<file path="config.mk">
export PLATFORM = sky130hd
export DESIGN_NAME = gnss_pps_disciplined_utc_clock_flat
export DESIGN_NICKNAME = d
export VERILOG_FILES = /design/src/gpdu_pkg.sv /design/src/gpdu_if.sv /design/src/gpdu_cfg_if.sv /design/src/gpdu_ctrl.sv /design/src/gpdu_dp.sv /design/src/gnss_pps_disciplined_utc_clock.sv /design/src/flat_wrapper.sv
export SDC_FILE = /design/constraint.sdc
export NUM_CORES = 1
export LEC_CHECK = 0
export ABC_AREA = 1
export BUFFER_PORTS_ARGS = -buffer_cell sky130_fd_sc_hd__buf_2
export CAP_MARGIN = 15
export CORE_AREA = 4 4 41 43
export DETAILED_ROUTE_END_ITERATION = 8
export DIE_AREA = 0 0 45 47
export HOLD_SLACK_MARGIN = 0.02
export SETUP_SLACK_MARGIN = 0.5
export SYNTH_ARGS = -nofsm -noshare
export SYNTH_HDL_FRONTEND = slang
export SYNTH_SLANG_ARGS = --single-unit
</file>
<file path="constraint.sdc">
create_clock -name clk -period 2.5 [get_ports clk]
set_clock_uncertainty 0.05 [all_clocks]
set_input_delay 0.375 -clock clk [delete_from_list [all_inputs] [get_ports clk]]
set_output_delay 0.375 -clock clk [all_outputs]
set_load 0.02 [all_outputs]
</file>
<file path="src/gpdu_pkg.sv">
// Package for the GNSS pulse-disciplined UTC seconds clock.
// Holds shared types, constants and the calendar table. No dependencies.
package gpdu_pkg;

  localparam int unsigned MsWidth = 32;

  localparam logic [31:0] MinPollMs  = 32'd20;
  localparam logic [31:0] SyncGapMs  = 32'd11111;
  localparam logic [15:0] MaxAgeMs   = 16'd2500;
  localparam logic [31:0] SecondMs   = 32'd1000;
  localparam logic [31:0] SimCorrMs  = 32'd200;
  localparam logic [31:0] LatePpsMs  = 32'd100;
  localparam logic [31:0] EarlyPpsMs = 32'd25;
  localparam logic [31:0] SecsPerDay = 32'd86400;
  // ceil(2^38 / 1000): exact ms-to-seconds quotient for any 32-bit count
  localparam logic [28:0] MsDivMagic = 29'd274877907;

  typedef enum logic [2:0] {
    CFG_PROTOCOL = 3'd0,
    CFG_SIMULATE = 3'd1,
    CFG_LATE_PPS = 3'd2,
    CFG_DELAY    = 3'd3,
    CFG_LEAP     = 3'd4
  } cfg_idx_t;

  typedef enum logic [2:0] {
    ST_IDLE,
    ST_DECIDE,
    ST_DAYS,
    ST_SECS,
    ST_FINISH,
    ST_OUT
  } state_t;

  typedef struct packed {
    logic load;
    logic decide;
    logic days;
    logic secs;
    logic finish;
  } cmd_t;

  typedef struct packed {
    logic sync;
  } status_t;

  typedef struct packed {
    logic [31:0] now_ms;
    logic        fix_ready;
    logic [15:0] fix_age_ms;
    logic [31:0] pps_mark_ms;
    logic [31:0] commit_ms;
    logic [11:0] year_in;
    logic [3:0]  month_in;
    logic [4:0]  day_in;
    logic [4:0]  hour_in;
    logic [5:0]  minute_in;
    logic [5:0]  second_in;
  } poll_t;

  typedef struct packed {
    logic [31:0] utc_seconds;
    logic [31:0] ref_ms;
    logic        synced;
  } res_t;

  function automatic logic [8:0] month_start(input logic [3:0] m);
    logic [8:0] r;
    begin
      case (m)
        4'd0:    r = 9'd0;
        4'd1:    r = 9'd31;
        4'd2:    r = 9'd59;
        4'd3:    r = 9'd90;
        4'd4:    r = 9'd120;
        4'd5:    r = 9'd151;
        4'd6:    r = 9'd181;
        4'd7:    r = 9'd212;
        4'd8:    r = 9'd243;
        4'd9:    r = 9'd273;
        4'd10:   r = 9'd304;
        4'd11:   r = 9'd334;
        default: r = 9'd365;
      endcase
      return r;
    end
  endfunction

endpackage

</file>
<file path="src/gpdu_if.sv">
// Valid/ready channel interface carrying one payload word.
// Generic in payload type; no package dependency.
interface gpdu_if #(parameter type payload_t = logic) ();
  logic     valid;
  logic     ready;
  payload_t data;
  modport source (output valid, output data, input ready);
  modport sink (input valid, input data, output ready);
endinterface

</file>
<file path="src/gpdu_cfg_if.sv">
// Configuration write channel: register index and write data.
// No dependencies.
interface gpdu_cfg_if ();
  logic       valid;
  logic       ready;
  logic [2:0] index;
  logic [9:0] wdata;
  modport source (output valid, output index, output wdata, input ready);
  modport sink (input valid, input index, input wdata, output ready);
endinterface

</file>
<file path="src/gpdu_ctrl.sv">
// Sequencer for one poll: load, decide, then (on sync only) calendar days, seconds, finish; output.
// Depends on gpdu_pkg.
module gpdu_ctrl import gpdu_pkg::*; (
  input  logic    clk,
  input  logic    rst,
  input  logic    in_valid,
  output logic    in_ready,
  output logic    out_valid,
  input  logic    out_ready,
  input  status_t status,
  output cmd_t    cmd
);
  state_t state, state_next;

  always_ff @(posedge clk) begin
    if (rst) state <= ST_IDLE;
    else state <= state_next;
  end

  always_comb begin
    state_next = state;
    unique case (state)
      ST_IDLE:   if (in_valid) state_next = ST_DECIDE;
      ST_DECIDE: state_next = status.sync ? ST_DAYS : ST_OUT;
      ST_DAYS:   state_next = ST_SECS;
      ST_SECS:   state_next = ST_FINISH;
      ST_FINISH: state_next = ST_OUT;
      ST_OUT:    if (out_ready) state_next = ST_IDLE;
      default:   state_next = ST_IDLE;
    endcase
  end

  always_comb begin
    cmd = '0;
    in_ready = 1'b0;
    out_valid = 1'b0;
    unique case (state)
      ST_IDLE:   begin in_ready = 1'b1; cmd.load = in_valid; end
      ST_DECIDE: cmd.decide = 1'b1;
      ST_DAYS:   cmd.days = 1'b1;
      ST_SECS:   cmd.secs = 1'b1;
      ST_FINISH: cmd.finish = 1'b1;
      ST_OUT:    out_valid = 1'b1;
      default:   ;
    endcase
  end
endmodule

</file>
<file path="src/gpdu_dp.sv">
// Datapath: clock state, fix checks and calendar-to-seconds conversion.
// Depends on gpdu_pkg.
module gpdu_dp import gpdu_pkg::*; (
  input  logic        clk,
  input  logic        rst,
  input  cmd_t        cmd,
  input  poll_t       poll,
  input  logic        protocol_enabled,
  input  logic        simulate_mode,
  input  logic        late_pps_module,
  input  logic [9:0]  assumed_delay_ms,
  input  logic [7:0]  leap_offset,
  output status_t     status,
  output res_t        res
);
  logic [31:0] seconds_count, second_start_ms, last_sync_base_ms;
  logic [31:0] last_poll_ms, last_sync_poll_ms;
  logic        fix_pending, synced;
  poll_t       p;
  logic [31:0] corr, days, secs;
  logic [7:0]  yoff;
  logic        leap_y;
  logic        poll_due;
  logic [60:0] div_prod;
  logic [22:0] now_sec;

  // decide-step combinational values
  logic [31:0] d_ss, d_pps, d_commit, d_corr, d_newtime, d_pps_s;
  logic        d_fix, d_go, d_free;
  logic [31:0] d_ss_run, d_sec_run;

  // whole seconds of the poll time, taken when the word is loaded
  assign div_prod = 61'(poll.now_ms) * 61'(MsDivMagic);
  assign poll_due = !(p.now_ms - last_poll_ms < MinPollMs);

  always_comb begin
    d_fix = fix_pending;
    d_ss = second_start_ms;
    d_commit = p.commit_ms;
    d_pps = '0;
    d_pps_s = '0;
    d_corr = '0;
    d_newtime = '0;
    d_go = 1'b0;
    d_free = 1'b0;
    if (simulate_mode) begin
      if (d_ss == '0) d_ss = 32'(now_sec) * SecondMs;
      d_pps_s = d_ss;
      if (d_commit < d_pps_s) d_pps_s = d_pps_s - SecondMs;
      d_corr = (d_commit < d_pps_s) ? SimCorrMs : d_commit - d_pps_s;
      d_go = d_fix;
      d_free = !d_fix;
    end else begin
      if (d_commit == '0) d_commit = p.now_ms;
      d_pps = p.pps_mark_ms;
      if (d_pps != '0) begin
        if (d_commit < d_pps) d_pps = d_pps - SecondMs;
        d_newtime = late_pps_module ? d_pps - LatePpsMs : d_pps + EarlyPpsMs;
        d_corr = d_commit - d_pps;
      end else begin
        d_corr = {22'd0, assumed_delay_ms};
        d_newtime = d_commit - d_corr;
      end
      d_go = d_fix && p.fix_age_ms < MaxAgeMs && d_newtime > last_sync_base_ms
             && (d_pps == '0 || d_commit > d_pps)
             && !(p.now_ms - last_sync_poll_ms < SyncGapMs);
      if (d_go && d_pps != '0 && p.now_ms > d_pps + SecondMs)
        d_newtime = d_newtime + SecondMs;
      d_free = !d_go && d_ss != '0;
    end
    d_ss_run = d_ss;
    d_sec_run = seconds_count;
    if (d_free && p.now_ms >= d_ss + SecondMs) begin
      d_ss_run = d_ss + SecondMs;
      d_sec_run = seconds_count + 32'd1;
    end
  end

  logic [11:0] yr;
  logic [11:0] yy, pm1;
  logic [31:0] lb;
  logic [3:0]  mon;
  // years span 1970..2225: only 2100 and 2200 are century non-leap years
  always_comb begin
    yr = p.year_in;
    yoff = (yr > 12'd99) ? 8'(yr - 12'd1970) : 8'(yr + 12'd30);
    yy = 12'd1970 + 12'(yoff);
    pm1 = yy - 12'd1;
    lb = 32'(pm1 >> 2) - 32'd492 - 32'(pm1 >= 12'd2100) - 32'(pm1 >= 12'd2200);
    leap_y = (yy[1:0] == 2'b00) && (yy != 12'd2100) && (yy != 12'd2200);
    mon = (p.month_in > 4'd13) ? 4'd13 : p.month_in;
  end

  always_ff @(posedge clk) begin
    if (rst) begin
      seconds_count <= '0;
      second_start_ms <= '0;
      last_sync_base_ms <= '0;
      last_poll_ms <= '0;
      last_sync_poll_ms <= '0;
      fix_pending <= 1'b0;
      synced <= 1'b0;
    end else begin
      if (cmd.load) begin
        p <= poll;
        now_sec <= div_prod[60:38];
        synced <= 1'b0;
        if (poll.fix_ready) fix_pending <= 1'b1;
      end
      if (cmd.decide) begin
        if (poll_due) begin
          last_poll_ms <= p.now_ms;
          if (protocol_enabled) begin
            fix_pending <= 1'b0;
            corr <= d_corr;
            if (d_go) begin
              if (!simulate_mode) begin
                second_start_ms <= d_newtime;
                last_sync_base_ms <= d_newtime;
              end else begin
                second_start_ms <= d_ss;
              end
            end else begin
              second_start_ms <= d_ss_run;
              seconds_count <= d_sec_run;
            end
          end
        end
      end
      if (cmd.days) begin
        days <= 32'(yoff) * 32'd365 + lb + 32'(month_start(mon - 4'd1) & {9{mon != 4'd0}})
                + 32'(mon > 4'd2 && leap_y) + 32'(p.day_in) - 32'd1;
        secs <= 32'(p.hour_in) * 32'd3600 + 32'(p.minute_in) * 32'd60 + 32'(p.second_in);
      end
      if (cmd.secs) days <= days * SecsPerDay + secs;
      if (cmd.finish) begin
        seconds_count <= days + 32'(({16'd0, p.fix_age_ms} + {1'b0, corr}) >= 33'd1000)
                         - {{24{leap_offset[7]}}, leap_offset};
        last_sync_poll_ms <= p.now_ms;
        synced <= 1'b1;
      end
    end
  end

  assign status.sync = poll_due && protocol_enabled && d_go;
  assign res.utc_seconds = seconds_count;
  assign res.ref_ms = second_start_ms;
  assign res.synced = synced;
endmodule

</file>
<file path="src/gnss_pps_disciplined_utc_clock.sv">
// GNSS pulse-disciplined UTC seconds clock, top level.
// One poll at a time: after acceptance the poll is decided and, when a fix is applied,
// runs calendar days, seconds and finish; the result stays valid until taken and the
// next poll is accepted the cycle after delivery. Calendar conversion is the long path.
// Synchronous active-high reset clears clock state and loads register defaults.
// Depends on gpdu_pkg, gpdu_if, gpdu_cfg_if, gpdu_ctrl, gpdu_dp.
module gnss_pps_disciplined_utc_clock import gpdu_pkg::*; (
  input logic clk,
  input logic rst,
  gpdu_if.sink       in_ch,
  gpdu_if.source     out_ch,
  gpdu_cfg_if.sink   cfg
);
  logic       protocol_enabled, simulate_mode, late_pps_module;
  logic [9:0] assumed_delay_ms;
  logic [7:0] leap_offset;
  cmd_t       cmd;
  status_t    status;
  res_t       res;

  assign cfg.ready = 1'b1;

  always_ff @(posedge clk) begin
    if (rst) begin
      protocol_enabled <= 1'b1;
      simulate_mode <= 1'b0;
      late_pps_module <= 1'b0;
      assumed_delay_ms <= 10'd100;
      leap_offset <= 8'd0;
    end else if (cfg.valid) begin
      unique case (cfg.index)
        CFG_PROTOCOL: protocol_enabled <= cfg.wdata[0];
        CFG_SIMULATE: simulate_mode <= cfg.wdata[0];
        CFG_LATE_PPS: late_pps_module <= cfg.wdata[0];
        CFG_DELAY:    assumed_delay_ms <= cfg.wdata;
        CFG_LEAP:     leap_offset <= cfg.wdata[7:0];
        default:      ;
      endcase
    end
  end

  gpdu_ctrl u_ctrl (
    .clk, .rst,
    .in_valid(in_ch.valid), .in_ready(in_ch.ready),
    .out_valid(out_ch.valid), .out_ready(out_ch.ready),
    .status, .cmd
  );

  gpdu_dp u_dp (
    .clk, .rst, .cmd, .poll(in_ch.data),
    .protocol_enabled, .simulate_mode, .late_pps_module,
    .assumed_delay_ms, .leap_offset, .status, .res
  );

  assign out_ch.data = res;
endmodule
</file>
<file path="src/flat_wrapper.sv">
// flat-port wrapper written by rule: the top's interface ports become plain ports
module gnss_pps_disciplined_utc_clock_flat import gpdu_pkg::*;
  (clk, rst, in_ch_valid, in_ch_data, in_ch_ready, out_ch_valid, out_ch_data, out_ch_ready, cfg_valid, cfg_index, cfg_wdata, cfg_ready);
  gpdu_if in_ch_i ();
  gpdu_if out_ch_i ();
  gpdu_cfg_if cfg_i ();
  input logic clk;
  input logic rst;
  input wire logic [$bits(in_ch_i.valid)-1:0] in_ch_valid;
  input wire logic [$bits(in_ch_i.data)-1:0] in_ch_data;
  output wire logic [$bits(in_ch_i.ready)-1:0] in_ch_ready;
  output wire logic [$bits(out_ch_i.valid)-1:0] out_ch_valid;
  output wire logic [$bits(out_ch_i.data)-1:0] out_ch_data;
  input wire logic [$bits(out_ch_i.ready)-1:0] out_ch_ready;
  input wire logic [$bits(cfg_i.valid)-1:0] cfg_valid;
  input wire logic [$bits(cfg_i.index)-1:0] cfg_index;
  input wire logic [$bits(cfg_i.wdata)-1:0] cfg_wdata;
  output wire logic [$bits(cfg_i.ready)-1:0] cfg_ready;
  assign in_ch_i.valid = in_ch_valid;
  assign in_ch_i.data = in_ch_data;
  assign in_ch_ready = in_ch_i.ready;
  assign out_ch_valid = out_ch_i.valid;
  assign out_ch_data = out_ch_i.data;
  assign out_ch_i.ready = out_ch_ready;
  assign cfg_i.valid = cfg_valid;
  assign cfg_i.index = cfg_index;
  assign cfg_i.wdata = cfg_wdata;
  assign cfg_ready = cfg_i.ready;
  gnss_pps_disciplined_utc_clock u_core (.clk(clk), .rst(rst), .in_ch(in_ch_i), .out_ch(out_ch_i), .cfg(cfg_i));
endmodule
</file>
# [Word-level counts from Yosys, hierarchy flattened]
# Index checks and enable logic that the tools add are counted.
[classes] eq_ne=7 reduce_logical=4 muxes=9
[op_table] cell="3-bit case mux with 5 select lines" n=1
[op_table] cell="3-bit by 2-bit equality test with 1-bit output, second input constant" n=2
[op_table] cell="3-bit equality test, second input constant" n=2
[op_table] cell="1-bit two-way mux" n=6
[op_table] cell="3-bit two-way mux" n=2
[op_table] cell="2-bit != test, second input constant" n=2
[op_table] cell="3-bit by 1-bit equality test with 1-bit output, second input constant" n=1
[op_table] cell="3-bit zero test" n=1
[op_table] cell="2-bit AND reduction" n=1
[op_table] cell="2-bit nonzero test" n=1
[op_table] cell="2-bit OR reduction" n=1
[word_totals] inputBits=19 word_cells=22 out_inout_bits=4 reg_bits=4

# [Logic depth before layout (Yosys ltp)]
# Gate-level depths: netlist (run 1).
[logic_depth] ltp_word=4 depth_mapped=8 depth_no_buf=7

# [Cells and area by module]
# Synthesis (run 1) repeated with hierarchy kept, for this count alone.
[unflattened] cells_unflattened=8917 hier_area_um2=66655.2
[by_module_without_submodules] mod="gpdu_dp" area_per_inst_um2=65520.3 cells_each=8749 n_inst=1 seq_area_each_um2=10900.5
[by_module_without_submodules] mod="gnss_pps_disciplined_utc_clock" area_per_inst_um2=928.4 cells_each=132 n_inst=1 seq_area_each_um2=420.4
[by_module_without_submodules] mod="gpdu_ctrl" area_per_inst_um2=206.4 cells_each=36 n_inst=1 seq_area_each_um2=60.1

# [Worst setup path after synthesis (run 1)]
# Ideal clock, no wire load.
[synth_timing] path_kind="register to output" start="register u_core.u_ctrl.state[0]" end="output port in_ch_ready" t_arrival_ps=801 t_required_ps=2075 setup_slack_ps=1274 path_stages_with_launch=5 path_buffers=1 cell_sequence="dfxtp_1 buf_6 inv_1 nand2_1 nor2_1"
[synth_between] elab_chain_len=2
[synth_lines] item="from (decl)" line="gpdu_ctrl.sv:13" rtl="state_t state, state_next;"
[synth_lines] item="from (signal assigned)" line="gpdu_ctrl.sv:17" rtl="else state <= state_next;"
[synth_lines] item="3-bit zero test" line="gpdu_ctrl.sv:37" rtl="unique case (state)"
[synth_lines] item="1-bit two-way mux" line="gpdu_ctrl.sv:37"
[synth_lines] item="to (decl)" line="flat_wrapper.sv:11" rtl="output wire logic [$bits(in_ch_i.ready)-1:0] in_ch_ready;"
# No other way between the ends.

# [Final worst setup path (run 1)]
# Ends and elaborated chain as after synthesis.

==> reports/summary.txt, run 1 <==
Leakage - 0.0001668 µW
Remaining DRCs - 0
Flops & latches, synth - 4
Status - finished clean
R2r setup slk - 1470 ps
Post-synth cell types - 12
Total global routing overflow - 0
Post-layout util - 0.2192
Post-Route WL - 457 µm
Worst reg2reg path startpoint - u_core.u_ctrl.state[0]$_SDFFE_PP0P_
Hold wc startpoint - rst
Synth area leaders - dfxtp_1 (34%), inv_1 (15%), nand2_1 (13%), nand3_1 (11%), nor2_1 (8.1%)
CTS sink cnt - 4
Inserted Clock Buffers - 3
Synthesized net count - 57
Hold Fails Final Rpt - 0
Logic pwr share - 0.190
Endpoints failing setup - 0
Vias - 232
Slew Limit Fails - 0
Iteration count of the initial detailed-routing pass - 4
Gpl congestion - 0.6602
PD cells - 675.7 nW/µm²
RSZ-0062 raised after global routing - no
Global-route wire length before repair - 765 µm
Die Area - 2115 µm²
Area after DPL - 262.8 µm²
Avg Cell Area, Syn - 6.124 µm²
Post-CTS setup buffers - 0
Hold Path Depth - 2
Nets - 66
Cell Int Power - 136.2 µW
Final min period - 1476 ps
Cells on worst reg2reg path - 7
Post-route cell area - 285.3 µm²
Most frequent cell after synthesis - inv_1
Largest net degree at the start of global routing - 9
Post-synth EDFFs - 0
Syn Inst Count - 38
Core ar. - 1301 µm²
Crit path kind - reg -> out
Hold Path Class - in -> reg
IO buf count - 6
Worst Setup Start Kind - register
Routed Antenna Nets - 0
# hold bufs at CTS - 0
CTS root buf - clkbuf_4
Synth top cells by count - inv_1 (9), nand2_1 (8), nand3_1 (5), nor2_1 (5), dfxtp_1 (4)
Switch share - 0.2932
# IOs - 23
Starting DRC count in detailed routing - 6
Antenna cell count - 0
Number of core rows - 13
Worst-Skew Late Latency - 230 ps
CTS tree - done
Synth top area share - 0.3441
Seq pwr share - 0.395
Final HPWL DP - 366.1 µm
Resized Gates After CTS - 0
Peak VDD IR - 171.0 µV
Most used DFF post-synth - dfxtp_1
Sequential area share after synthesis - 0.3441
Layout cells sized above 1 - 0.2000
Area growth from synthesis to layout - 22.58%
Width of the die - 45 µm
Mapped Area - 232.7 µm²
Clock Power Share - 0.415
Reg clk slew, reported paths - 40 ps
P_sw - 56.51 µW
Tot Pwr - 192.8 µW
Vias in the first global route - 204
Worst Path Required - 2080 ps
H-Tree Level Count - 1
Avg Vias per Cell - 3.867
Hold EP - u_core.u_ctrl.state[1]$_SDFFE_PP0P_
Crit Path Max Fanout - 8
Max_cap viols - 0
Setup_tns - 0 ps
Starting Density - 0.1788
FF-to-FF End - u_core.u_ctrl.state[0]$_SDFFE_PP0P_
Die Y-Extent - 47 µm
Total Routing Usage GR - 0.05459
Post-synth ARST share - 0
Cell accounting for the most synthesized area - dfxtp_1
Clock tree buffer depth - 2
Antenna violations before repair - 0
Avg WL per Cell - 7.617 µm
Synth Warn # - 0
Critical path arrival - 1050 ps
Fmax - 677.3 MHz
Period utilization - 0.5905
Crit. End Element - primary output
-- cells by family after synthesis --
group           count (synthesis)  synth area share
simple gates                   20            0.3710
buf+inv                        11            0.2258
flops                           4            0.3441
compound gates                  2           0.04297
other cells                     1           0.01611
-- power groups by stage --
stage,Clock (µW),Sequential [µW],Combinational [µW]
CTS,85.7,76.1,37.4
floorplan,0,75.3,31.7
finish,80.0,76.2,36.6
global placement,0,77.1,36.8
detailed placement,0,77.1,37.3
global route,88.5,77.4,41.7
-- worst max-delay path, cell delays in order (launching register included) --
cell and delay, ps:
dfxtp_1 450, inv_1 60, nand2_1 110, nor2_1 40
buf_2 160
-- per-layer routing --
layer,part of all wire,GRT usage,vias to the layer above
met2,0.43,0.07345,6
met4,0,0.07018,0
met1,0.44,0.05479,99
met3,0.12,0.02682,0
li1,-,-,127
met5,0,0,-
-- through the flow --
step,setup slack [ps],hold slack [ps],std cells
2_1_floorplan,1274,394.1,38
3_3_place_gp,1264,416.0,57
3_5_place_dp,1267,413.6,57
4_1_cts,1008,289.9,60
5_1_grt,955.6,315.2,60
6_report,1024,298.1,60
-- cell type report --
cell class / count / area [µm²]
Sequential cell: 4 / 80.08
Inverter: 9 / 33.78
Timing Repair Buffer: 6 / 30.03
Clock buffer: 3 / 22.52
Tap cell: 15 / 18.77
Multi-Input combinational cell: 23 / 100.1
Fill cell: 156 / 1016
-- state kept, by name, indices dropped and copies added, names as in the netlist --
register             flops
u_core.u_ctrl.state      3
u_core.u_dp.synced       1
-- cells in the final DEF (no fill, tap or decap) --
| cell type | count |
|---|---|
| a21oi_1 | 1 |
| buf_2 | 6 |
| clkbuf_4 | 3 |
| conb_1 | 1 |
| dfxtp_1 | 4 |
| inv_1 | 9 |
| nand2_1 | 8 |
| nand3_1 | 5 |
| nand4_1 | 1 |
| nor2_1 | 5 |
| nor4_1 | 1 |
| o21ai_0 | 1 |
-- worst max path at each step --
stage | end | depth (start not counted) | slack (ps) | start
6_report | in_ch_ready | 4 | 1020 | u_core.u_ctrl.state[0]$_SDFFE_PP0P_
5_1_grt | in_ch_ready | 4 | 960 | u_core.u_ctrl.state[0]$_SDFFE_PP0P_
2_1_floorplan | in_ch_ready | 4 | 1270 | u_core.u_ctrl.state[0]$_SDFFE_PP0P_
3_3_place_gp | in_ch_ready | 4 | 1260 | u_core.u_ctrl.state[1]$_SDFFE_PP0P_
3_5_place_dp | in_ch_ready | 4 | 1270 | u_core.u_ctrl.state[0]$_SDFFE_PP0P_
4_1_cts | in_ch_ready | 4 | 1010 | u_core.u_ctrl.state[0]$_SDFFE_PP0P_
(Power assumes the default switching activity.)
==> inputs of run 2 (changes only) <==
clock period = 1.3 ns   (was 2.5 ns; I/O delays follow)
==> reports/summary.txt, run 2 (synthesis gave the netlist of run 1 again) <==
Placed Cells - 57
Setup WS post-layout - 147.6 ps
RSZ-0062 raised after global routing - yes
Worst reg2reg path startpoint - u_core.u_ctrl.state[1]$_SDFFE_PP0P_
Post-Route WL - 647 µm
Total global routing overflow - 0
Global-route wire length before repair - 1.062 mm
Antenna cell count - 0
Hold Path Class - in -> reg
Most frequent cells in the layout - nand2_1 (6), inv_1 (6), buf_6 (5), nand3_1 (4), buf_4 (4)
CTS tree - done
Die Area - 2115 µm²
Status - finished clean
Reg clk slew, reported paths - 40 ps
Width of the die - 45 µm
Largest reg by FF count - u_core.u_ctrl.state
Slowest CP cell - dfxtp_4
Crit. End Element - primary output
Final min period - 1152 ps
CTS root buf - clkbuf_4
Number of core rows - 13
Fin cells - 67
Core ar. - 1301 µm²
Routed Antenna Nets - 0
Worst Path Required - 1050 ps
Starting DRC count in detailed routing - 10
Iteration count of the initial detailed-routing pass - 3
Clock tree buffer depth - 2
Hold Path Depth - 2
Remaining DRCs - 0
Critical Path, Cell by Cell - inv_4 -> nand2_4 -> nor2_4 -> buf_6
Max reg flops - 3
Largest net degree at the start of global routing - 7
CP Launch Point - u_core.u_ctrl.state[1]$_SDFFE_PP0P_
Antenna violations before repair - 0
PD cells - 1069 nW/µm²
Crit path kind - reg -> out
Largest regs - u_core.u_ctrl.state: 3 flops, u_core.u_dp.synced: 1 flops
Worst Setup Start Kind - register
Fillcell total - 150
IO buf count - 6
# IOs - 23
# hold bufs at CTS - 0
Starting Density - 0.1788
Area growth from synthesis to layout - 85.48%
Final HPWL DP - 400.8 µm
R2r setup slk - 240 ps
Avg Vias per Cell - 4.090
CP Capture Point - in_ch_ready
Setup_tns - 0 ps
Worst-Skew Late Latency - 250 ps
Total Routing Usage GR - 0.07504
Max_cap viols - 0
Leakage - 0.0002136 µW
Slew Limit Fails - 0
Crit Path Max Fanout - 3
FF-to-FF End - u_core.u_ctrl.state[2]$_SDFFE_PP0P_
CTS sink cnt - 4
Nets - 72
Die Y-Extent - 47 µm
Layout cells sized above 1 - 0.5769
Cells on worst reg2reg path - 7
Inserted Clock Buffers - 3
Avg WL per Cell - 9.657 µm
Period utilization - 0.8865
Worst slack, placed - 320.8 ps
Max incr delay on CP - 350 ps
Fmax - 867.7 MHz
Gpl congestion - 0.7475
Vias in the first global route - 263
Endpoints failing setup - 0
Hold Fails Final Rpt - 0
Critical path arrival - 910 ps
Peak VDD IR - 345.7 µV
H-Tree Level Count - 1
Vias - 274
## run 2: cell type report
cell class	count	area (µm²)	area share
Timing Repair Buffer	12	101.3	0.2348
Sequential cell	4	92.59	0.2145
Inverter	9	36.28	0.08406
Clock buffer	4	26.28	0.06087
Multi-Input combinational cell	23	156.4	0.3623
Tap cell	15	18.77	0.04348
## run 2: report_power, final
part | internal (µW) | total (µW) | switching, µW
Combinational | 63.1 | 136 | 73.0
Sequential | 133 | 145 | 12.4
Clock | 116 | 180 | 64.1
Total | 312 | 462 | 149
## run 2: worst max-delay path: cells and delay by family, from the launching register on
family                 cells  cell delay, ps
DFF                        1             350
buffers and inverters      2             180
and+or+nand+nor            2             130
## run 2: worst min path at each step
| stage | startpoint | slack, ps | endpoint |
|---|---|---|---|
| finish | rst | 130 | u_core.u_dp.synced$_SDFFE_PP0P_ |
| floorplan | rst | 210 | u_core.u_ctrl.state[2]$_SDFFE_PP0P_ |
| global placement | rst | 350 | u_core.u_ctrl.state[2]$_SDFFE_PP0P_ |
| detailed placement | rst | 360 | u_core.u_ctrl.state[2]$_SDFFE_PP0P_ |
| global route | rst | 140 | u_core.u_ctrl.state[1]$_SDFFE_PP0P_ |
| CTS | rst | 130 | u_core.u_ctrl.state[1]$_SDFFE_PP0P_ |
## run 2: repair_timing
item / CTS / global route
buffers inserted: 5 / 1
gates cloned: 0 / 0
gates resized for setup: 17 / 2
setup endpoints to repair: 7 / 7
pin swaps: 4 / 4
## run 2: metal layers
layer,vias to the layer above,share of wire,routed length [µm],global-route usage
li1,141,-,-,-
met1,122,0.36,230,0.07500
met2,7,0.56,362,0.1158
met3,4,0.060,39,0.02299
met4,0,0.022,14,0.08772
met5,-,0,0,0
## run 2: stage by stage
stage / cell area [µm²] / power (µW) / hold WS, ps / utilization
floorplan: 259.0 / 222.3 / 207.7 / -
global placement: 289.0 / 235.9 / 352.7 / 0.2221
detailed placement: 289.0 / 236.6 / 357.5 / 0.2221
CTS: 416.7 / 453.2 / 125.3 / 0.3202
global route: 431.7 / 484.4 / 136.3 / 0.3317
finish: 431.7 / 461.5 / 126.4 / 0.3317
==> inputs of run 3 (changes only) <==
clock period = 1.2 ns   (was 1.3 ns; I/O delays follow)
==> reports/summary.txt, run 3 (synthesis gave the netlist of run 1 again) <==
Antenna cell count - 0
Worst-Skew Late Latency - 250 ps
Layout cells sized above 1 - 0.5769
Inserted Clock Buffers - 3
# hold bufs at CTS - 0
Cell count along the critical path - 4
Fmax - 879.2 MHz
H-Tree Level Count - 1
Iteration count of the initial detailed-routing pass - 3
Critical path's top delay family - flip-flops
Crit Path Max Fanout - 3
Crit. End Element - primary output
Status - finished clean
Critical path arrival - 910 ps
Critical Path, Cell by Cell - inv_4 -> nand2_4 -> nor2_4 -> buf_6
Setup_tns - 0 ps
Period utilization - 0.9479
Largest reg by FF count - u_core.u_ctrl.state
Clock tree buffer depth - 2
Fillcell total - 150
Crit path kind - reg -> out
Max_cap viols - 0
Core ar. - 1301 µm²
Worst Path Required - 970 ps
Peak VDD IR - 374.5 µV
Hold Path Depth - 2
Vias - 274
PD cells - 1158 nW/µm²
Width of the die - 45 µm
Total global routing overflow - 0
Hold Path Class - in -> reg
# IOs - 23
Vias in the first global route - 263
Worst Setup Start Kind - register
Largest regs - u_core.u_ctrl.state: 3 flops, u_core.u_dp.synced: 1 flops
Number of core rows - 13
Avg Vias per Cell - 4.090
CTS tree - done
Global-route wire length before repair - 1.062 mm
Die Area - 2115 µm²
Slowest CP cell - dfxtp_4
CTS sink cnt - 4
Area growth from synthesis to layout - 85.48%
Most frequent cells in the layout - nand2_1 (6), inv_1 (6), buf_6 (5), nand3_1 (4), buf_4 (4)
Cells on worst reg2reg path - 7
Hold slack final - 111.4 ps
Avg WL per Cell - 9.657 µm
Remaining DRCs - 0
Leakage - 0.0002136 µW
Total Routing Usage GR - 0.07504
Nets - 72
Die Y-Extent - 47 µm
Final HPWL DP - 400.8 µm
Gpl congestion - 0.7459
Max reg flops - 3
Reg clk slew, reported paths - 40 ps
Starting DRC count in detailed routing - 10
Max incr delay on CP - 350 ps
Antenna violations before repair - 0
Buffers & Inverters on Critical Path - 2
Post-Route WL - 647 µm
Hold Fails Final Rpt - 0
CTS root buf - clkbuf_4
Routed Antenna Nets - 0
Endpoints failing setup - 0
Slew Limit Fails - 0
Starting Density - 0.1788
Final min period - 1137 ps
IO buf count - 6
Largest net degree at the start of global routing - 7
RSZ-0062 raised after global routing - yes
-- run 3: layout make-up --
class / count / area, µm² / area share
multi-input combinational: 23 / 156.4 / 0.3623
timing repair buffer: 12 / 101.3 / 0.2348
sequential: 4 / 92.59 / 0.2145
tap: 15 / 18.77 / 0.04348
clock buffer: 4 / 26.28 / 0.06087
inverter: 9 / 36.28 / 0.08406
-- run 3: timing repair --
action	CTS	global route
setup buffers	5	1
endpoints found under the setup margin	7	7
resized for setup	17	2
pin swaps	4	4
-- run 3: worst register-to-register path, cell delays in order, from the launching register on --
cell	delay [ps]
dfxtp_4	360
inv_4	50
buf_4	130
buf_6	110
nand4_1	70
inv_1	50
nor2_1	90
nor2_1	50
-- run 3: layer usage --
layer | GRT usage | wire length [µm] | up-vias
met1 | 0.07500 | 230 | 122
met2 | 0.1158 | 362 | 7
met3 | 0.02299 | 39 | 4
met5 | 0 | 0 | -
met4 | 0.08772 | 14 | 0
li1 | - | - | 141
-- run 3: power by group --
group | switching [µW] | leakage [µW] | internal [µW]
registers | 13.4 | 0.0000353 | 144
logic | 79.1 | 0.000163 | 68.3
clock network | 69.4 | 0.0000150 | 126
total | 162 | 0.000214 | 338
-- run 3: path summary, 6_finish.rpt --
check	startpoint	end	slack, ps
worst max-delay path	u_core.u_ctrl.state[1]$_SDFFE_PP0P_	in_ch_ready	60
worst min-delay path	rst	u_core.u_dp.synced$_SDFFE_PP0P_	110
worst max register to register	u_core.u_ctrl.state[1]$_SDFFE_PP0P_	u_core.u_ctrl.state[2]$_SDFFE_PP0P_	140
worst min register to register	u_core.u_dp.synced$_SDFFE_PP0P_	u_core.u_dp.synced$_SDFFE_PP0P_	480
-- run 3: metrics by stage --
stage / cell area [µm²] / std cells / setup WS (ps) / utilization / total power, µW
3_5_place_dp: 289.0 / 57 / 235.8 / 0.2221 / 256.3
6_report: 431.7 / 67 / 62.57 / 0.3317 / 500.0
4_1_cts: 416.7 / 66 / 64.35 / 0.3202 / 491.0
3_3_place_gp: 289.0 / 57 / 238.2 / 0.2221 / 255.6
5_1_grt: 431.7 / 67 / 26.29 / 0.3317 / 524.7
2_1_floorplan: 259.0 / 38 / 282.8 / - / 240.9
